`config.mk`:
```
export PLATFORM = sky130hd
export DESIGN_NAME = linear_chirp_period_generator
export DESIGN_NICKNAME = d
export VERILOG_FILES = /design/src/rtl/core/lcpg_pkg.sv /design/src/rtl/core/lcpg_div.sv /design/src/rtl/core/lcpg_mul.sv /design/src/rtl/core/linear_chirp_period_generator.sv
export SDC_FILE = /design/constraint.sdc
export NUM_CORES = 1
export LEC_CHECK = 0
export ABC_AREA = 1
export ABC_CLOCK_PERIOD_IN_PS = 8700
export BUFFER_PORTS_ARGS = -buffer_cell sky130_fd_sc_hd__clkbuf_2
export CAP_MARGIN = 20
export CORE_ASPECT_RATIO = 1.1
export CORE_UTILIZATION = 67
export DETAILED_ROUTE_END_ITERATION = 10
export PLACE_DENSITY = 0.85
export SYNTH_ARGS = -nofsm -noshare
export SYNTH_HDL_FRONTEND = slang
export SYNTH_SLANG_ARGS = --single-unit
export TNS_END_PERCENT = 100
```
`constraint.sdc`:
```
create_clock -name clk -period 8.7 [get_ports clk]
set_clock_uncertainty 0.1 [all_clocks]
set_input_delay 0.435 -clock clk [delete_from_list [all_inputs] [get_ports clk]]
set_output_delay 0.435 -clock clk [all_outputs]
set_load 0.02 [all_outputs]
```
`src/rtl/core/lcpg_pkg.sv`:
```
`timescale 1ns / 1ps
// ----------------------------------------------------------------------------
// lcpg_pkg: shared types and constants for the linear chirp period generator
// Field widths, clamp limits, register indexes and the sequencer state type.
// ----------------------------------------------------------------------------
package lcpg_pkg;

  // field widths
  localparam int FREQ_W   = 20;
  localparam int DUR_W    = 19;
  localparam int IDX_W    = 16;
  localparam int STEPS_W  = 17;
  localparam int RELOAD_W = 16;

  // clamp limits
  localparam int FREQ_MIN_HZ     = 4000;
  localparam int FREQ_MAX_HZ     = 500000;
  localparam int DURATION_MIN_US = 100;
  localparam int STEPS_MAX       = 65536;

  // quotient bits of (hi - lo) / duration: below FREQ_MAX_HZ / DURATION_MIN_US
  localparam int SLOPE_Q_W = $clog2(FREQ_MAX_HZ / DURATION_MIN_US + 1);

  // register reset values
  localparam int START_FREQ_RST = 10000;
  localparam int STOP_FREQ_RST  = 200000;
  localparam int DURATION_RST   = 1000;

  // config register indexes
  localparam int CFG_IDX_W = 2;
  typedef logic [CFG_IDX_W-1:0] cfg_idx_t;
  localparam cfg_idx_t CFG_START_FREQ = 2'd0;
  localparam cfg_idx_t CFG_STOP_FREQ  = 2'd1;
  localparam cfg_idx_t CFG_DURATION   = 2'd2;

  typedef enum logic [2:0] {
    ST_IDLE,
    ST_DIV,
    ST_MUL,
    ST_RLD,
    ST_PUSH
  } state_t;

endpackage

```
`src/rtl/core/lcpg_div.sv`:
```
`timescale 1ns / 1ps
// ----------------------------------------------------------------------------
// lcpg_div: bit-serial restoring divider
// One quotient bit per cycle. The dividend bits above Q_W are
// preloaded as partial remainder and must be below the divisor.
// ----------------------------------------------------------------------------
module lcpg_div #(
  parameter int DVD_W = 20,
  parameter int DVS_W = 19,
  parameter int Q_W   = 13
) (
  input  logic             clk,
  input  logic             rst_n,
  input  logic             start,
  input  logic [DVD_W-1:0] dividend,
  input  logic [DVS_W-1:0] divisor,
  output logic [Q_W-1:0]   quotient,
  output logic             done
);

  localparam int CNT_W = $clog2(Q_W);

  logic [DVS_W-1:0] rem_r, rem_nxt;
  logic [DVS_W-1:0] dvs_r;
  logic [Q_W-1:0]   q_r, q_nxt;
  logic [CNT_W-1:0] cnt_r;
  logic             busy_r;
  logic             done_r;
  logic [DVS_W:0]   trial;
  logic             q_bit;

  // trial subtract of the shifted partial remainder
  always_comb begin
    trial   = {rem_r, q_r[Q_W-1]} - {1'b0, dvs_r};
    q_bit   = ~trial[DVS_W];
    rem_nxt = q_bit ? trial[DVS_W-1:0] : {rem_r[DVS_W-2:0], q_r[Q_W-1]};
    q_nxt   = {q_r[Q_W-2:0], q_bit};
  end

  always_ff @(posedge clk) begin
    if (start) begin
      rem_r <= DVS_W'(dividend >> Q_W);
      q_r   <= dividend[Q_W-1:0];
      dvs_r <= divisor;
      cnt_r <= '0;
    end else if (busy_r) begin
      rem_r <= rem_nxt;
      q_r   <= q_nxt;
      cnt_r <= cnt_r + CNT_W'(1);
    end
  end

  always_ff @(posedge clk) begin
    if (!rst_n) begin
      busy_r <= 1'b0;
      done_r <= 1'b0;
    end else begin
      done_r <= busy_r && (cnt_r == CNT_W'(Q_W - 1));
      if (start) begin
        busy_r <= 1'b1;
      end else if (busy_r && (cnt_r == CNT_W'(Q_W - 1))) begin
        busy_r <= 1'b0;
      end
    end
  end

  assign quotient = q_r;
  assign done     = done_r;

endmodule

```
`src/rtl/core/lcpg_mul.sv`:
```
`timescale 1ns / 1ps
// ----------------------------------------------------------------------------
// lcpg_mul: bit-serial shift-add multiplier
// Walks the step index MSB first, one bit per cycle. The product is known to
// stay within the frequency width, so the accumulator is that narrow.
// ----------------------------------------------------------------------------
module lcpg_mul (
  input  logic                        clk,
  input  logic                        rst_n,
  input  logic                        start,
  input  logic [lcpg_pkg::FREQ_W-1:0] mcand,
  input  logic [lcpg_pkg::IDX_W-1:0]  mplier,
  output logic [lcpg_pkg::FREQ_W-1:0] product,
  output logic                        done
);

  import lcpg_pkg::*;

  localparam int CNT_W = $clog2(IDX_W);

  logic [FREQ_W-1:0] mcand_r;
  logic [FREQ_W-1:0] acc_r, acc_nxt;
  logic [IDX_W-1:0]  mpl_r;
  logic [CNT_W-1:0]  cnt_r;
  logic              busy_r;
  logic              done_r;

  always_comb begin
    acc_nxt = {acc_r[FREQ_W-2:0], 1'b0} + (mpl_r[IDX_W-1] ? mcand_r : '0);
  end

  always_ff @(posedge clk) begin
    if (start) begin
      mcand_r <= mcand;
      mpl_r   <= mplier;
      acc_r   <= '0;
      cnt_r   <= '0;
    end else if (busy_r) begin
      acc_r   <= acc_nxt;
      mpl_r   <= {mpl_r[IDX_W-2:0], 1'b0};
      cnt_r   <= cnt_r + CNT_W'(1);
    end
  end

  always_ff @(posedge clk) begin
    if (!rst_n) begin
      busy_r <= 1'b0;
      done_r <= 1'b0;
    end else begin
      done_r <= busy_r && (cnt_r == CNT_W'(IDX_W - 1));
      if (start) begin
        busy_r <= 1'b1;
      end else if (busy_r && (cnt_r == CNT_W'(IDX_W - 1))) begin
        busy_r <= 1'b0;
      end
    end
  end

  assign product = acc_r;
  assign done    = done_r;

endmodule

```
`src/rtl/core/linear_chirp_period_generator.sv`:
```
`timescale 1ns / 1ps
// ----------------------------------------------------------------------------
// linear_chirp_period_generator: timer values for one step of a linear sweep
// Per tick beat: reload = TIMER_CLOCK_HZ / (slope * STEP_US * index + lo_c),
// compare = reload / 2, with step index, last-step flag and index wrap.
// ----------------------------------------------------------------------------
//
//  channel | dir | handshake            | payload
//  --------+-----+----------------------+---------------------------------------
//  in_     | in  | in_valid / in_stall  | in_restart
//  out_    | out | out_valid / out_stall| out_reload_value, out_compare_value,
//          |     |                      | out_step_number, out_last_step
//  cfg_    | in  | cfg_we               | cfg_index, cfg_data
//
//  Sequence: one beat at a time. A beat runs the steps and slope divides,
//    then the index multiply, then the reload divide, all bit-serial (16-bit
//    steps divide, 16-bit index multiply, 16-bit reload divide); a new beat
//    is taken only after the result has been handed to the output
//    register.
//  Slope and step-count divides run side by side; the step-count divide
//    sets the first phase.
//  Reset: synchronous rst_n clears control state and loads the register
//    defaults (10000 Hz, 200000 Hz, 1000 us), sweep index zero.
//  Stalls: the result sits in an output register, so a new beat is taken
//    while out_stall holds the previous one; the finished beat waits in
//    ST_PUSH only if the output register is still occupied.
//
// ----------------------------------------------------------------------------
module linear_chirp_period_generator #(
  parameter int TIMER_CLOCK_HZ = 168000000,
  parameter int STEP_US        = 10
) (
  input  logic                          clk,
  input  logic                          rst_n,

  input  logic                          cfg_we,
  input  lcpg_pkg::cfg_idx_t            cfg_index,
  input  logic [lcpg_pkg::FREQ_W-1:0]   cfg_data,

  input  logic                          in_valid,
  output logic                          in_stall,
  input  logic                          in_restart,

  output logic                          out_valid,
  input  logic                          out_stall,
  output logic [lcpg_pkg::RELOAD_W-1:0] out_reload_value,
  output logic [lcpg_pkg::RELOAD_W-2:0] out_compare_value,
  output logic [lcpg_pkg::IDX_W-1:0]    out_step_number,
  output logic                          out_last_step
);

  import lcpg_pkg::*;

  // steps divide: duration / STEP_US over the full register range
  localparam int STP_W     = $clog2(STEP_US + 1);
  localparam int STP_Q_W   = $clog2(((2 ** DUR_W) - 1) / STEP_US + 1);
  localparam int STP_EXT_W = (STP_Q_W > STEPS_W) ? STP_Q_W : STEPS_W;
  // reload divide: quotient bounded by TIMER_CLOCK_HZ / FREQ_MIN_HZ
  localparam int TCK_W     = $clog2(TIMER_CLOCK_HZ + 1);
  localparam int RLD_Q_W   = $clog2(TIMER_CLOCK_HZ / FREQ_MIN_HZ + 1);
  localparam int RLD_EXT_W = (RLD_Q_W > RELOAD_W) ? RLD_Q_W : RELOAD_W;
  // slope times step length
  localparam int MC_W      = SLOPE_Q_W + STP_W;

  // config registers
  logic [FREQ_W-1:0] start_freq_r;
  logic [FREQ_W-1:0] stop_freq_r;
  logic [DUR_W-1:0]  duration_r;

  // ordered and clamped sweep limits
  logic [FREQ_W-1:0] lo_c, hi_c, diff_c;
  logic [DUR_W-1:0]  dur_c;

  state_t state_r, state_nxt;

  logic              restart_r;
  logic [IDX_W-1:0]  sweep_index_r;
  logic [IDX_W-1:0]  idx_r;
  logic              last_r;
  logic              slope_done_r;
  logic              steps_done_r;

  logic              in_accept;
  logic              div_start, mul_start, rld_start, out_load;

  logic [SLOPE_Q_W-1:0] slope_q;
  logic                 slope_done;
  logic [STP_Q_W-1:0]   steps_q;
  logic                 steps_done;
  logic [FREQ_W-1:0]    mul_prod;
  logic                 mul_done;
  logic [RLD_Q_W-1:0]   rld_q;
  logic                 rld_done;

  logic [STP_EXT_W-1:0] steps_ext;
  logic [STEPS_W-1:0]   steps_c;
  logic [IDX_W-1:0]     idx_raw, idx_c;
  logic                 last_c;
  logic [MC_W-1:0]      mcand_full;
  logic [FREQ_W-1:0]    freq_c;
  logic [RLD_EXT_W-1:0] rld_ext;
  logic [RELOAD_W-1:0]  reload_c;

  logic                 out_valid_r;
  logic [RELOAD_W-1:0]  out_reload_r;
  logic [IDX_W-1:0]     out_step_r;
  logic                 out_last_r;

  // -------- config port --------
  always_ff @(posedge clk) begin
    if (!rst_n) begin
      start_freq_r <= FREQ_W'(START_FREQ_RST);
      stop_freq_r  <= FREQ_W'(STOP_FREQ_RST);
      duration_r   <= DUR_W'(DURATION_RST);
    end else if (cfg_we) begin
      case (cfg_index)
        CFG_START_FREQ: start_freq_r <= cfg_data;
        CFG_STOP_FREQ:  stop_freq_r  <= cfg_data;
        CFG_DURATION:   duration_r   <= cfg_data[DUR_W-1:0];
        default:        ;
      endcase
    end
  end

  // order, clamp; hi below lo after clamping gives a flat sweep
  always_comb begin
    lo_c = (start_freq_r > stop_freq_r) ? stop_freq_r : start_freq_r;
    hi_c = (start_freq_r > stop_freq_r) ? start_freq_r : stop_freq_r;
    if (lo_c <= FREQ_W'(FREQ_MIN_HZ)) begin
      lo_c = FREQ_W'(FREQ_MIN_HZ);
    end
    if (hi_c >= FREQ_W'(FREQ_MAX_HZ)) begin
      hi_c = FREQ_W'(FREQ_MAX_HZ);
    end
    diff_c = (hi_c > lo_c) ? (hi_c - lo_c) : '0;
    dur_c  = (duration_r <= DUR_W'(DURATION_MIN_US)) ? DUR_W'(DURATION_MIN_US)
                                                     : duration_r;
  end

  // -------- arithmetic units --------
  lcpg_div #(
    .DVD_W (FREQ_W),
    .DVS_W (DUR_W),
    .Q_W   (SLOPE_Q_W)
  ) u_slope_div (
    .clk      (clk),
    .rst_n    (rst_n),
    .start    (div_start),
    .dividend (diff_c),
    .divisor  (dur_c),
    .quotient (slope_q),
    .done     (slope_done)
  );

  lcpg_div #(
    .DVD_W (DUR_W),
    .DVS_W (STP_W),
    .Q_W   (STP_Q_W)
  ) u_steps_div (
    .clk      (clk),
    .rst_n    (rst_n),
    .start    (div_start),
    .dividend (dur_c),
    .divisor  (STP_W'(STEP_US)),
    .quotient (steps_q),
    .done     (steps_done)
  );

  // step count: at least one, at most 65536
  always_comb begin
    steps_ext = STP_EXT_W'(steps_q);
    if (steps_ext == '0) begin
      steps_c = STEPS_W'(1);
    end else if (steps_ext > STP_EXT_W'(STEPS_MAX)) begin
      steps_c = STEPS_W'(STEPS_MAX);
    end else begin
      steps_c = STEPS_W'(steps_ext);
    end
  end

  // index of this beat; out-of-range index falls back to step zero
  always_comb begin
    idx_raw = restart_r ? '0 : sweep_index_r;
    idx_c   = ({1'b0, idx_raw} >= steps_c) ? '0 : idx_raw;
    last_c  = (({1'b0, idx_c} + STEPS_W'(1)) == steps_c);
  end

  assign mcand_full = MC_W'(slope_q) * MC_W'(STEP_US);

  lcpg_mul u_mul (
    .clk     (clk),
    .rst_n   (rst_n),
    .start   (mul_start),
    .mcand   (FREQ_W'(mcand_full)),
    .mplier  (idx_r),
    .product (mul_prod),
    .done    (mul_done)
  );

  // sweep offset never exceeds diff_c, so this stays at or below hi unless hi is below lo
  assign freq_c = mul_prod + lo_c;

  lcpg_div #(
    .DVD_W (TCK_W),
    .DVS_W (FREQ_W),
    .Q_W   (RLD_Q_W)
  ) u_rld_div (
    .clk      (clk),
    .rst_n    (rst_n),
    .start    (rld_start),
    .dividend (TCK_W'(TIMER_CLOCK_HZ)),
    .divisor  (freq_c),
    .quotient (rld_q),
    .done     (rld_done)
  );

  always_comb begin
    rld_ext  = RLD_EXT_W'(rld_q);
    reload_c = (rld_ext > RLD_EXT_W'((2 ** RELOAD_W) - 1)) ? '1
                                                         : RELOAD_W'(rld_ext);
  end

  // -------- sequencer --------
  assign in_accept = in_valid && !in_stall;

  always_ff @(posedge clk) begin
    if (!rst_n) begin
      state_r <= ST_IDLE;
    end else begin
      state_r <= state_nxt;
    end
  end

  always_comb begin
    state_nxt = state_r;
    div_start = 1'b0;
    mul_start = 1'b0;
    rld_start = 1'b0;
    out_load  = 1'b0;
    in_stall  = 1'b1;
    case (state_r)
      ST_IDLE: begin
        in_stall = 1'b0;
        if (in_valid) begin
          div_start = 1'b1;
          state_nxt = ST_DIV;
        end
      end
      ST_DIV: begin
        if ((slope_done_r || slope_done) && (steps_done_r || steps_done)) begin
          state_nxt = ST_MUL;
        end
      end
      ST_MUL: begin
        // first cycle here starts the multiply from the latched index
        mul_start = !slope_done_r;
        if (mul_done) begin
          rld_start = 1'b1;
          state_nxt = ST_RLD;
        end
      end
      ST_RLD: begin
        if (rld_done) begin
          state_nxt = ST_PUSH;
        end
      end
      ST_PUSH: begin
        if (!out_valid_r || !out_stall) begin
          out_load  = 1'b1;
          state_nxt = ST_IDLE;
        end
      end
      default: begin
        state_nxt = ST_IDLE;
      end
    endcase
  end

  // divide-done flags, restart latch and sweep index advance
  always_ff @(posedge clk) begin
    if (!rst_n) begin
      slope_done_r  <= 1'b0;
      steps_done_r  <= 1'b0;
      sweep_index_r <= '0;
      restart_r     <= 1'b0;
    end else begin
      if (in_accept) begin
        restart_r    <= in_restart;
        slope_done_r <= 1'b0;
        steps_done_r <= 1'b0;
      end else if (state_r == ST_DIV) begin
        if (state_nxt == ST_MUL) begin
          // clear so the first multiply cycle sees it low
          slope_done_r  <= 1'b0;
          sweep_index_r <= last_c ? '0 : (idx_c + IDX_W'(1));
        end else if (slope_done) begin
          slope_done_r <= 1'b1;
        end
        if (steps_done) begin
          steps_done_r <= 1'b1;
        end
      end else if (mul_start) begin
        // reuse the flag so the multiply starts once
        slope_done_r <= 1'b1;
      end
    end
  end

  always_ff @(posedge clk) begin
    if ((state_r == ST_DIV) && (state_nxt == ST_MUL)) begin
      idx_r  <= idx_c;
      last_r <= last_c;
    end
  end

  // -------- output register --------
  always_ff @(posedge clk) begin
    if (!rst_n) begin
      out_valid_r <= 1'b0;
    end else if (out_load) begin
      out_valid_r <= 1'b1;
    end else if (!out_stall) begin
      out_valid_r <= 1'b0;
    end
  end

  always_ff @(posedge clk) begin
    if (out_load) begin
      out_reload_r <= reload_c;
      out_step_r   <= idx_r;
      out_last_r   <= last_r;
    end
  end

  assign out_valid         = out_valid_r;
  assign out_reload_value  = out_reload_r;
  assign out_compare_value = out_reload_r[RELOAD_W-1:1];
  assign out_step_number   = out_step_r;
  assign out_last_step     = out_last_r;

endmodule

```
# ---- Word-level counts from Yosys, hierarchy flattened
# Index checks and enable logic that the tools add are counted.
dict set report classes {
  n_addsub 12
  multipliers 1
  order_cmp 8
  eq_ne 14
  n_mux 53
  bitwise_logic 5
  n_reduce_logical 31
}
# op n
set ops {}
lappend ops {{$mux W20} 6}
lappend ops {{$mux W16} 7}
lappend ops {{$mux W17} 3}
lappend ops {{$add A20 B20 Y20} 2}
lappend ops {{$gt A20 B20 Y1} 2}
lappend ops {{$mux W19} 2}
lappend ops {{$mux W13} 2}
lappend ops {{$mux W1} 22}
lappend ops {{$mux W3} 7}
lappend ops {{$sub A21 B20 Y21} 1}
lappend ops {{$ge A20 B19 Y1 const B} 1}
lappend ops {{$le A20 B12 Y1 const B} 1}
lappend ops {{$sub A20 B19 Y20} 1}
lappend ops {{$sub A20 B20 Y20} 1}
lappend ops {{$le A19 B7 Y1 const B} 1}
lappend ops {{$add A16 B1 Y17 const B} 1}
lappend ops {{$eq A17 B17 Y1} 1}
lappend ops {{$ge A16 B17 Y1} 1}
lappend ops {{$gt A16 B17 Y1 const B} 1}
lappend ops {{$add A16 B1 Y16 const B} 1}
lappend ops {{$add A4 B1 Y4 const B} 4}
lappend ops {{$eq A4 B4 Y1 const B} 4}
lappend ops {{$gt A16 B16 Y1 const B} 1}
lappend ops {{$logic_not A16 Y1} 1}
lappend ops {{22 further kinds} 50}
dict set report word_totals {
  register_bits 335
  in_bits 28
  out_inout_bits 50
  elab_cells 163
}

# ---- Logic depth before layout (Yosys ltp)
dict set report logic_depth {
  depth_word 8
  depth_mapped 34
  mapped_depth_nobuf 31
}

# ---- Cells and area by module
# A second synthesis with hierarchy kept.
dict set report unflattened {
  hier_cells 3026
  hier_area_um2 22621.7
}
# mod n_inst cells_per_inst area_per_inst_um2 seq_area_each_um2
set by_module_without_submodules {}
lappend by_module_without_submodules {linear_chirp_period_generator 1 1372 10152.2 3143.0}
lappend by_module_without_submodules {{lcpg_div at u_rld_div} 1 545 3985.1 1721.7}
lappend by_module_without_submodules {{lcpg_div at u_slope_div} 1 499 3614.7 1531.5}
lappend by_module_without_submodules {lcpg_mul 1 449 3413.3 1601.5}
lappend by_module_without_submodules {{lcpg_div at u_steps_div} 1 161 1456.4 830.8}

# ---- Least setup slack after synthesis
# OpenSTA, ideal clock, no wires.
dict set report synth_timing {
  kind {flip-flop to flip-flop}
  start {register start_freq_r[19]}
  end {register u_slope_div.rem_r[2], data pin}
  setup_time_ns 0.263
  arrival_time_ns 4.511
  required_time_ns 8.337
  path_slack_ns 3.827
  path_stages_with_launch 29
  path_buffers 4
  synth_period_minus_slack_ns 4.873
  cell_sequence {dfxtp_1 -> ha_1 -> nand4_1 -> nor2_1 -> nor4b_4 -> nand2_1 -> nand3_2 -> nand2_4 -> buf_6 -> buf_6 -> o21a_1 -> nor2_1 -> nand2_1 -> o21ai_2 -> buf_6 -> nand2_1 -> nor2_1 -> ha_1 -> inv_1 -> fa_1 -> a21oi_1 -> o21ai_1 -> a21boi_1 -> o21bai_1 -> a21boi_1 -> o21ai_1 -> nand2_1 -> buf_2 -> o22ai_1}
}
dict set report synth_between {
  elab_chain_len 7
  word_cells_on_any_way 11
  cone_classes {add/sub (1); order compare (4); mux (6)}
}
# element line_no
set synth_lines {}
lappend synth_lines {{start: declaration} linear_chirp_period_generator.sv:66} ;# logic [FREQ_W-1:0] start_freq_r;
lappend synth_lines {{start signal: assignment} linear_chirp_period_generator.sv:112} ;# start_freq_r <= FREQ_W'(START_FREQ_RST);
lappend synth_lines {{start signal: assignment} linear_chirp_period_generator.sv:117} ;# CFG_START_FREQ: start_freq_r <= cfg_data;
lappend synth_lines {{$gt A20 B20 Y1} {linear_chirp_period_generator.sv:127, linear_chirp_period_generator.sv:128}}
lappend synth_lines {{$mux W20, on equally long branches} {linear_chirp_period_generator.sv:128, linear_chirp_period_generator.sv:127}}
lappend synth_lines {{$ge A20 B19 Y1 or $le A20 B12 Y1 (tied branches)} {linear_chirp_period_generator.sv:132, linear_chirp_period_generator.sv:129}}
lappend synth_lines {{$mux W20, on equally long branches} {linear_chirp_period_generator.sv:132, linear_chirp_period_generator.sv:129}}
lappend synth_lines {{$sub A20 B20 Y20 or $gt A20 B20 Y1 (tied branches)} linear_chirp_period_generator.sv:135} ;# diff_c = (hi_c > lo_c) ? (hi_c - lo_c) : '0;
lappend synth_lines {{$mux W20 (*)} linear_chirp_period_generator.sv:135}
lappend synth_lines {{$mux W7 (*)} lcpg_div.sv:41} ;# if (start) begin
lappend synth_lines {{end signal: assignment} lcpg_div.sv:42} ;# rem_r <= DVS_W'(dividend >> Q_W);
lappend synth_lines {{end signal: assignment} lcpg_div.sv:47} ;# rem_r <= rem_nxt;
lappend synth_lines {{end: declaration} lcpg_div.sv:23} ;# logic [DVS_W-1:0] rem_r, rem_nxt;
# Mark *: on every way between the ends. The rest lies on a longest branch, timed or not.
# A chain may end at the register's enable or synchronous reset.

# ---- Final worst setup path
dict set report layout_timing {
  start {register stop_freq_r[15]}
  end {register u_slope_div.q_r[11], in the netlist u_slope_div.quotient[11], data pin}
}
dict set report layout_between {
  elab_chain_len 7
  word_cells_on_any_way 11
  cone_classes {add/sub (1); order compare (4); mux (6)}
}
# element line_no
set layout_lines {}
lappend layout_lines {{start: declaration} linear_chirp_period_generator.sv:67} ;# logic [FREQ_W-1:0] stop_freq_r;
lappend layout_lines {{start signal: assignment} linear_chirp_period_generator.sv:113} ;# stop_freq_r <= FREQ_W'(STOP_FREQ_RST);
lappend layout_lines {{start signal: assignment} linear_chirp_period_generator.sv:118} ;# CFG_STOP_FREQ: stop_freq_r <= cfg_data;
lappend layout_lines {{$gt A20 B20 Y1} {linear_chirp_period_generator.sv:127, linear_chirp_period_generator.sv:128}}
lappend layout_lines {{$mux W20, on equally long branches} {linear_chirp_period_generator.sv:128, linear_chirp_period_generator.sv:127}}
lappend layout_lines {{$ge A20 B19 Y1 or $le A20 B12 Y1 (tied branches)} {linear_chirp_period_generator.sv:132, linear_chirp_period_generator.sv:129}}
lappend layout_lines {{$mux W20, on equally long branches} {linear_chirp_period_generator.sv:132, linear_chirp_period_generator.sv:129}}
lappend layout_lines {{$sub A20 B20 Y20 or $gt A20 B20 Y1 (tied branches)} linear_chirp_period_generator.sv:135}
lappend layout_lines {{$mux W20 (*)} linear_chirp_period_generator.sv:135}
lappend layout_lines {{$mux W13 (*)} lcpg_div.sv:41}
lappend layout_lines {{end signal: assignment} lcpg_div.sv:43} ;# q_r <= dividend[Q_W-1:0];
lappend layout_lines {{end signal: assignment} lcpg_div.sv:48} ;# q_r <= q_nxt;
lappend layout_lines {{end: declaration} lcpg_div.sv:25} ;# logic [Q_W-1:0] q_r, q_nxt;
# Marked as above.

==> metrics.cfg <==
[routing]
vias=17700
wirelength_um=51600
wl_met2_um=24700
antenna_left=0
routed_via_density=5.94
drc=0
drt-met1-wl_um=21000
dr.pass1.iters=6
wl_met3_um=4140
drt_iter0_drc=1657
routed.top_layer=met4
wire_per_inst_um=17.3

[placed_design]
gp_congestion=0.971
hpwl_um=37700
postPlaceCellArea_um2=20600
numPortBuffers=77
dp.cells=2910

[synthesis]
synthFlopType=dfxtp_1
syn-mean-instance-area_um2=7.92
synth-edff-count=160
synth.distinct_cells=58
ys_ff_latch=334
syn_area_um2=20200
synth-async-reset-ratio=0
ys_warn_count=0
seq_area_frac_synth=0.410
synth.net_count=2744
synthCells=2553

[cells_and_area]
fin_util=0.737
drive_above_1_share=0.0808
fin_area_um2=21900
num_antenna_cells=0
final_nets=2765
fillers=2186
syn2layout_area_growth_pct=8.08
stdcell_count=2974

[run]
max_cap_violations=0

[floorplan]
core-area_um2=29600
start_util=0.682
rows=66
die_y_um=184
dieArea_um2=30900
die_x_um=168
pin_count=78

[grt]
grt_pass1_wl_um=82500
grt_antenna_before_repair=0
grt_pass1_vias=16800
grt_max_degree=80
track_usage=0.333
gr-total-overflow=0

[sta]
rsz0062_at_grt=false
hold_viol=0
final-max-slew-violation-count=0
finalSetupTns_ns=0
finalSetupViolations=0
hold_ws_ns=0.0524
min_period_ns=6.55
relSlewSlack=0.278
fmax_mhz=153
tightestPinTransition_ns=1.08
min_period_over_period=0.753

[cts]
post-cts-setup-buffers=0
cts_root_buf=clkbuf_16
cts_buffers=35
cts_hold_buffers=0
post_cts_resized=0
clk_pin_slew_worst_paths_ns=0.06
htree_levels=2
clk_path_buf_depth=3
cts_tree=built
clock-sinks=334
worstSkewPairLatency_ns=0.52

[setup_path]
regToRegSetupSlack_ns=2.15
end_kind=flop
cp-start-kind=flop
r2r_end=u_slope_div.quotient[11]
path_max_fanout=79
r2r.worst_path.cells=26
reg2reg_from=stop_freq_r[15]
crit_type=flop to flop
worstPathArrival_ns=6.72
crit_required_ns=8.87

[worst_hold_path]
hold_class=input pin to flop
hp-start=cfg_data[19]
holdPathStages=3
holdPathEnd=start_freq_r[19]

[power_and_ir_drop]
static-leakage-power_nw=9.97
p_per_area_nw_per_um2=265
irDropWorstVdd_v=0.000171

[outcome]
status=finished, final reports clean

-- final cells by class --
type                       instances  area (um2)  area share
timing repair buffer              89         495      0.0227
tap                              374         468      0.0214
clock buffer                      53        1120      0.0514
multi-input combinational       1773       10100       0.464
inverter                         341        1280      0.0586
clock inverter                    10        62.6     0.00286
sequential                       334        8290       0.379
-- how the worst max path moves through the flow --
| stage | start | to | cells past startpoint |
|---|---|---|---|
| finish | stop_freq_r[15] | u_slope_div.quotient[11] | 26 |
| global route | stop_freq_r[15] | u_slope_div.quotient[11] | 26 |
| CTS | stop_freq_r[15] | u_slope_div.quotient[11] | 26 |
| detailed placement | stop_freq_r[15] | u_slope_div.quotient[11] | 26 |
| global placement | start_freq_r[19] | u_slope_div.quotient[1] | 25 |
| floorplan | start_freq_r[19] | u_slope_div.rem_r[2] | 28 |
-- routing by layer --
metal / GRT usage / up-vias
met5: 0 / -
met4: 0.113 / 0
met3: 0.0483 / 128
met2: 0.576 / 756
met1: 0.428 / 8206
li1: - / 8576
-- state kept, by name (all words and copies together), names as in the netlist, 19 cells and up --
name,cells
stop_freq_r,20
u_rld_div.dvs_r,20
duration_r,19
u_slope_div.rem_r,19
u_mul.product,19
u_rld_div.rem_r,20
start_freq_r,20
u_slope_div.dvs_r,19
-- layout by cell type (no fill, tap or decap), types with 7 or more instances in the layout --
cell,count
o21a_1,14
xnor2_1,36
nor2_1,178
dfxtp_1,174
clkbuf_16,42
edfxtp_1,160
o21ai_0,181
nor3_1,28
clkbuf_2,78
nor4_1,7
ha_1,157
inv_2,12
nand2_1,564
nor2_2,18
nand3_2,14
a21oi_1,217
nand3_1,102
xor2_1,53
o21ai_1,14
a31oi_1,12
inv_1,324
buf_4,11
o211ai_1,50
nand4_1,38
o22ai_1,9
clkbuf_1,7
-- synthesized netlist by cell type, drive strengths merged, types with 14 or more instances --
cell / instances / share of area
a21oi: 219 / 0.054
buf: 33 / 0.013
clkbuf: 72 / 0.013
dfxtp: 174 / 0.17
edfxtp: 160 / 0.24
ha: 157 / 0.097
inv: 336 / 0.062
nand2: 569 / 0.11
nand3: 116 / 0.032
nand4: 40 / 0.013
nor2: 198 / 0.039
nor3: 28 / 0.0069
o211ai: 50 / 0.019
o21a: 14 / 0.0052
o21ai: 200 / 0.051
xnor2: 36 / 0.016
xor2: 53 / 0.023
-- kinds of logic (layout without fill, tap and decap cells) --
| group | Yosys count | count (layout) | share of synthesized area |
|---|---|---|---|
| other cells | 1 | 1 | 0.000185 |
| compound gates | 545 | 545 | 0.152 |
| flops | 334 | 334 | 0.410 |
| simple gates | 975 | 975 | 0.207 |
| buf+inv | 446 | 493 | 0.0899 |
| fa+ha+maj | 163 | 163 | 0.103 |
| xor+xnor | 89 | 89 | 0.0385 |
-- worst max-delay path: stages, from the launching register on --
cell and delay (ns):
dfxtp_1 0.32, inv_1 0.09, ha_1 0.35, nand4_1 0.15, nor2_1 0.21, nor4b_4 0.25
nand2_1 0.11, nand3_2 0.12, nand2_4 0.39, o21ai_0 0.52, nor2_1 0.12, nand2_1 0.09
nor2_1 0.05, nand3_1 0.47, nand3_1 0.39, ha_1 0.34, a21oi_1 0.18, o21ai_0 0.09
a21oi_1 0.25, o21ai_1 0.15, a21boi_1 0.25, o21bai_1 0.14, a21boi_1 0.25, o21ai_1 0.10
nand2_1 0.44, inv_1 0.12, a22o_1 0.20
-- per-stage QoR --
step                      setup slack, ns  total power [mW]
after floorplan                      3.83              3.70
after global placement               2.69              4.13
after detailed placement             2.37              4.21
after CTS                            2.28              5.75
after global routing                 1.50              6.13
final                                2.15              5.80
-- report_power, final --
part / switching [mW] / internal (mW) / total, mW / leakage [nW]
clock: 0.618 / 0.899 / 1.52 / 0.586
sequential: 0.203 / 1.97 / 2.17 / 2.92
combinational: 1.35 / 0.763 / 2.11 / 6.47
total: 2.17 / 3.63 / 5.80 / 9.97
(Power assumes the default switching activity.)
